## config.mk

```make
export PLATFORM = sky130hd
export DESIGN_NAME = rctc_exp_cell
export DESIGN_NICKNAME = d
export VERILOG_FILES = /design/src/hw/rtl/rctc_pkg.sv /design/src/hw/rtl/rctc_exp_cell.sv
export SDC_FILE = /design/constraint.sdc
export NUM_CORES = 1
export LEC_CHECK = 0
export ABC_CLOCK_PERIOD_IN_PS = 800
export BUFFER_PORTS_ARGS = -buffer_cell sky130_fd_sc_hd__buf_4
export CELL_PAD_IN_SITES_DETAIL_PLACEMENT = 2
export CELL_PAD_IN_SITES_GLOBAL_PLACEMENT = 2
export CORE_MARGIN = 3
export CORE_UTILIZATION = 23
export DETAILED_ROUTE_END_ITERATION = 8
export GPL_TIMING_DRIVEN = 0
export PLACE_DENSITY = 0.87
export SLEW_MARGIN = 20
export SYNTH_ARGS = -nofsm -noshare
export SYNTH_HDL_FRONTEND = slang
export SYNTH_SLANG_ARGS = --single-unit
```

## constraint.sdc

```tcl
create_clock -name clk -period 0.8 [get_ports clk]
set_clock_uncertainty 0.05 [all_clocks]
set_input_delay 0.08 -clock clk [delete_from_list [all_inputs] [get_ports clk]]
set_output_delay 0.08 -clock clk [all_outputs]
set_load 0.01 [all_outputs]
```

## src/hw/rtl/rctc_pkg.sv

```systemverilog
// ----------------------------------------------------------------------------
// rctc_pkg: shared types and constants for the residue convolution block
// Payload structs, fixed-point constants and the exponential coefficient table.
// ----------------------------------------------------------------------------
package rctc_pkg;

	typedef struct packed {
		logic [15:0]        time_stamp;
		logic signed [15:0] arterial_sample;
		logic               start_req;
	} in_t;

	typedef struct packed {
		logic signed [56:0] tissue_sample;
		logic               overflow;
	} out_t;

	localparam int EXP_BITS = 13;
	// flow * 2^24 / 6000 rounded equals flow * 2796 + floor((flow * 76 + 187) / 375).
	localparam logic [11:0] FLOW_MUL_HI = 12'd2796;
	localparam logic [6:0]  FLOW_MUL_LO = 7'd76;
	localparam logic [7:0]  FLOW_RND    = 8'd187;
	// ceil(2^32 / 375); exact for every numerator below 2^23.
	localparam logic [23:0] FLOW_RECIP  = 24'd11453247;
	localparam logic [32:0] E_ONE = 33'h1_0000_0000;

	localparam logic CFG_FLOW    = 1'b0;
	localparam logic CFG_TRANSIT = 1'b1;

	// exp(-2^(b-8)) in Q0.32.
	function automatic logic [31:0] exp_coef(input int b);
		logic [31:0] c;
		case (b)
			0:       c = 32'd4278222805;
			1:       c = 32'd4261543595;
			2:       c = 32'd4228380000;
			3:       c = 32'd4162825045;
			4:       c = 32'd4034748372;
			5:       c = 32'd3790295335;
			6:       c = 32'd3344923892;
			7:       c = 32'd2605029347;
			8:       c = 32'd1580030169;
			9:       c = 32'd581260615;
			10:      c = 32'd78665061;
			11:      c = 32'd1440801;
			12:      c = 32'd483;
			default: c = 32'd0;
		endcase
		return c;
	endfunction

endpackage

```

## src/hw/rtl/rctc_exp_cell.sv

```systemverilog
// ----------------------------------------------------------------------------
// rctc_exp_cell: one cell of the exponential chain
// Multiplies the running Q.32 value by its coefficient when its bit is set.
// ----------------------------------------------------------------------------
module rctc_exp_cell
	import rctc_pkg::*;
#(
	parameter logic [31:0] COEF = 32'd0
) (
	input  logic        clk,
	input  logic        bit_en,
	input  logic [32:0] e_in,
	output logic [32:0] e_out
);

	logic [64:0] prod;
	logic [32:0] e_out_s1;

	assign prod = 65'(e_in) * 65'(COEF) + 65'h0_8000_0000;

	always_ff @(posedge clk) begin
		e_out_s1 <= bit_en ? prod[64:32] : e_in;
	end

	assign e_out = e_out_s1;

endmodule

```

==> flow_summary.ini, run 1 <==
[global_route]
grt_overflow = 0
grt.total_usage_pct = 19.37
antenna_found_initial = 0
grt_pass1_vias = 1044
grt_pass1_wl_um = 5940
grt_max_degree = 11

[clocking]
max-clock-path-buffers = 2
htreeDepth = 2
tritoncts = yes
cts_buffers = 5
root_buffer = clkbuf_8
numClockSinks = 33
clk_pin_slew_ns = 0.07

[finish]
final_net_count = 206
drive_above_1_share_pct = 64.12
largest_reg_flops = 33
fin_cells = 216
area_delta_synth_final_pct = 121.9
diodes = 0

[flow_run]
cap_violations = 0

[worst_setup_path]
path_cells = buf_6
cp-end-kind = primary output
critical_path.max_stage_delay_ns = 0.33
path_depth = 1
path_max_fanout = 1
crit_buf_inv = 1
path_class = flip-flop to primary output
crit_required_ns = 0.67
arrival_ns = 0.73
cp_slowest_cell = dfxtp_2
start_kind = flip-flop
path_delay_family = flip-flops

[power_and_ir_drop]
power_switching_w = 0.0008177
seq_power_share_pct = 50.7
max-vdd-ir-drop_v = 0.001007
pwr-share-comb_pct = 16.9
sw_frac_of_total_pct = 23.10
powerDensity_mw_per_mm2 = 1793
leakagePower_nw = 0.9094
power_frac_clock_pct = 32.3
intPower_w = 0.002723

[placement]
gp_congestion = 0.6496
pre_cts_ws_ns = 0.1408
place_inst = 182
place_hpwl_um = 2123
io_buffers = 67

[routing]
routed_wirelength_um = 3948
vias = 854
drtIter0Drc = 21
dr.pass1.iters = 3
viasPerCell = 3.954
drc = 0
routedWlPerCell_um = 18.28
ant_nets = 0

[timing]
fin_setup_tns_ns = -1.199
finalCritPeriodShare_pct = 107.0
fmax_mhz = 1168
worstMarginPinSlew_ns = 0.1875
setup_viol = 33
slew_headroom_pct = 87.48
rsz0062_at_grt = true
timing.final.max_slew_violations = 0
period_needed_ns = 0.8560
fin_ws_ns = -0.05598
hold_violations = 0

[yosys]
synth_cell_types = 3
async_reset_ff_share_pct = 0
synth_edf_count = 0
netlist.area_leader.share_pct = 74.26
netlist_top_cells_count = dfxtp_1 (33), nor2b_1 (33), buf_4 (3)
syn_avg_cell_area_um2 = 12.89
synth_nets = 104
ys_warn_count = 0
synth_seq_cells = 33
ys_seq_area_share_pct = 74.26
yosysTopAreaCell = dfxtp_1
synth_ff_type = dfxtp_1
synth_cells = 69
syn-cell-area_um2 = 889.6
netlist_top_cells_area = dfxtp_1 (74%), nor2b_1 (23%), buf_4 (2.5%)

[die]
die_y_um = 68.19
initial_core_util_pct = 25.27
num_io_pins = 68
die_w_um = 68.19
coreArea_mm2 = 0.003521
rows = 21
die_area_mm2 = 0.004650

[outcome]
violations = setup timing
status = finished with violations

[min_path]
hold_path_class = input pin to flip-flop
min_path_cells = 2
[power by group through the flow]
stage / logic, W / registers (W) / clock network (W)
after floorplan: 0.0000782 / 0.00184 / 0
after global placement: 0.000394 / 0.00179 / 0
after detailed placement: 0.000413 / 0.00179 / 0
after CTS: 0.000571 / 0.00179 / 0.00114
after global routing: 0.000647 / 0.00180 / 0.00127
final: 0.000600 / 0.00180 / 0.00114
[path summary, 6_finish.rpt]
| check | startpoint | slack (ns) | endpoint |
|---|---|---|---|
| worst max-delay path | e_out[22]$_SDFF_PP0_ | -0.06 | e_out[22] |
| worst min-delay path | e_in[25] | 0.004 | e_out[25]$_SDFF_PP0_ |
[layout by cell type, fill, tap and decap left out]
master and count:
clkinv_2 1, dfxtp_2 33, dlymetal6s4s_1 2, dlygate4sd3_1 26, buf_4 37, nor2b_1 33, buf_6 33, clkbuf_8 5
[cell type report]
type | count | area (µm²)
repair buffers | 95 | 912.1
clock inverters | 1 | 5.005
clock buffers | 5 | 68.82
flip-flops and latches | 33 | 701.9
well taps | 46 | 57.56
fillers | 337 | 1546
plain buffers | 3 | 22.52
multi-input cells | 33 | 206.4
[per-stage QoR]
| stage | total power, W | hold slack, ns | instance area [µm²] | util (%) |
|---|---|---|---|---|
| 2_1_floorplan | 0.001916 | 0.1016 | 889.6 | - |
| 3_3_place_gp | 0.002184 | 0.2388 | 1450 | 41.19 |
| 3_5_place_dp | 0.002207 | 0.2481 | 1450 | 41.19 |
| 4_1_cts | 0.003503 | 0.002268 | 1952 | 55.44 |
| 5_1_grt | 0.003718 | 0.01430 | 1974 | 56.08 |
| 6_report | 0.003540 | 0.003886 | 1974 | 56.08 |
[timing repair]
item	4_1_cts	5_1_grt
cloned	0	0
hold endpoints to repair	26	4
setup endpoints to repair	33	38
setup buffers	0	0
gates resized for setup	60	8
hold buffers	27	2
[layer usage]
layer,global-route usage (%),vias to the layer above,wire length [µm]
li1,-,406,-
met1,19.62,404,1518
met2,34.06,42,2078
met3,8.867,2,318
met4,8.189,0,32
met5,0,-,0
[logic make-up (layout without fill, tap and decap cells)]
family / Yosys count / in the layout / synth area share (%)
and+or+nand+nor: 33 / 33 / 23.21
buffers and inverters: 3 / 104 / 2.531
DFF: 33 / 33 / 74.26
(Power assumes the default switching activity.)
==> run 2: changes to the inputs <==
--- a/config.mk
+++ b/config.mk
@@ -12,4 +12,5 @@
 export CORE_MARGIN = 3
 export CORE_UTILIZATION = 23
+export CTS_BUF_LIST = sky130_fd_sc_hd__clkbuf_16
 export DETAILED_ROUTE_END_ITERATION = 8
 export GPL_TIMING_DRIVEN = 0
==> constraint.sdc (replaced) <==
create_clock -name clk -period 0.8 [get_ports clk]
set_clock_uncertainty 0.05 [all_clocks]
set_input_delay 0.2 -clock clk [delete_from_list [all_inputs] [get_ports clk]]
set_output_delay 0.2 -clock clk [all_outputs]
set_load 0.01 [all_outputs]
==> run 2 against run 1 <==
  * The flow still finishes with violations (setup timing)
  * Final cell count fell by 13%
  * Clock power increased by 49%
  * Critical path depth stayed put
  * Global-route usage shrank 6.3 points
  * Combinational power is 23% lower
  * Total power grew 12%
  * Sequential power about the same
  * First-iteration DRC count decreased by 52%
  * Via count shrank 15%
  * Non-clock buffer count decreased by 28
  * Cell area down 12%
  * Critical path type unchanged
==> flow_summary.ini, run 2 (synthesis gave the netlist of run 1 again) <==
[timing]
worstMarginPinSlew_ns = 0.1161
rsz0062_at_grt = true
hold_slack_ns = 0.09494
hold_violations = 0
timing.final.max_slew_violations = 0
slew_headroom_pct = 92.25
finalCritPeriodShare_pct = 119.7
setup_viol = 33
fin_ws_ns = -0.1575
period_needed_ns = 0.9575
fmax_mhz = 1044

[power_and_ir_drop]
pwr-share-comb_pct = 11.6
intPower_w = 0.003170
power_switching_w = 0.0007861
leakagePower_nw = 0.8004
max-vdd-ir-drop_v = 0.001652
powerDensity_mw_per_mm2 = 2266
power_frac_clock_pct = 42.9
seq_power_share_pct = 45.5
sw_frac_of_total_pct = 19.87

[finish]
nFillCells = 347
final_util_pct = 49.57
multi_input_area_um2 = 206.4
fin_cells = 188
diodes = 0
final_cell_mix = buf_4 (37), nor2b_1 (33), dfxtp_2 (33), buf_6 (33), clkbuf_16 (5)
seqCellArea_um2 = 701.9
largest_reg_flops = 33
drive_above_1_share_pct = 76.76
final_net_count = 178
area_delta_synth_final_pct = 96.20
final_common_cell = buf_4

[worst_setup_path]
arrival_ns = 0.71
critical_path.max_stage_delay_ns = 0.32
path_max_fanout = 1
cp-end-kind = primary output
cp_slowest_cell = dfxtp_2
path_delay_family = flip-flops
path_cells = buf_6
crit_required_ns = 0.55
path_class = flip-flop to primary output
crit_buf_inv = 1
start_kind = flip-flop

[die]
die_area_mm2 = 0.004650
coreArea_mm2 = 0.003521
die_y_um = 68.19
initial_core_util_pct = 25.27
num_io_pins = 68
rows = 21
die_w_um = 68.19

[routing]
drtIter0Drc = 10
routed_wirelength_um = 2849
viasPerCell = 3.878
vias = 729
drc = 0
routedWlPerCell_um = 15.15
dr.pass1.iters = 4
ant_nets = 0

[global_route]
grt_overflow = 0
grt.total_usage_pct = 13.08
grt_pass1_vias = 815
grt_pass1_wl_um = 4167
grt_max_degree = 11
antenna_found_initial = 0

[flow_run]
cap_violations = 0

[placement]
io_buffers = 67
pre_cts_ws_ns = 0.02081
gp_congestion = 0.6496
place_inst = 182
place_hpwl_um = 2123

[clocking]
numClockSinks = 33
htreeDepth = 2
tritoncts = yes
root_buffer = clkbuf_16
max-clock-path-buffers = 2
clk_pin_slew_ns = 0.05
cts_buffers = 5
cts_hold_buf = 0
post_cts_buffers = 0

[outcome]
violations = setup timing
status = finished with violations

[min_path]
hold_path_class = input pin to flip-flop
-- run 2: path summary, 6_finish.rpt --
kind | end | slack (ns) | cells past startpoint | from
worst min-delay path | e_out[12]$_SDFF_PP0_ | 0.09 | 2 | e_in[12]
worst max-delay path | e_out[18] | -0.16 | 1 | e_out[18]$_SDFF_PP0_
-- run 2: area by class of cell --
cell class | instances | share of cell area [%]
timing repair buffer | 67 | 35.91
buffer | 3 | 1.290
clock inverter | 1 | 0.2867
tap | 46 | 3.297
sequential | 33 | 40.22
clock buffer | 5 | 7.168
multi-input combinational | 33 | 11.83
-- run 2: power by group through the flow --
| stage | logic [W] | clock network [W] | registers, W |
|---|---|---|---|
| 6_report | 0.000460 | 0.00170 | 0.00180 |
| 5_1_grt | 0.000500 | 0.00183 | 0.00180 |
| 4_1_cts | 0.000467 | 0.00174 | 0.00179 |
| 3_5_place_dp | 0.000413 | 0 | 0.00179 |
| 3_3_place_gp | 0.000394 | 0 | 0.00179 |
| 2_1_floorplan | 0.0000782 | 0 | 0.00184 |
-- run 2: per-layer routing --
metal	vias up	share of wire [%]	track usage (%)
li1	349	-	-
met1	333	33	11.82
met2	42	55	23.23
met3	5	11	8.703
met4	0	1.2	4.467
met5	-	0	0
-- run 2: timing repair --
| action | CTS | global route |
|---|---|---|
| pin swaps | 0 | 0 |
| endpoints found under the setup margin | 33 | 33 |
| resized for setup | 60 | 6 |
-- run 2: through the flow --
step / power (W) / instance area [µm²] / setup TNS (ns)
after floorplan: 0.001916 / 889.6 / 0
after global placement: 0.002184 / 1450 / 0
after detailed placement: 0.002207 / 1450 / 0
after CTS: 0.003997 / 1738 / -4.742
after global routing: 0.004134 / 1745 / -5.230
final: 0.003956 / 1745 / -4.578
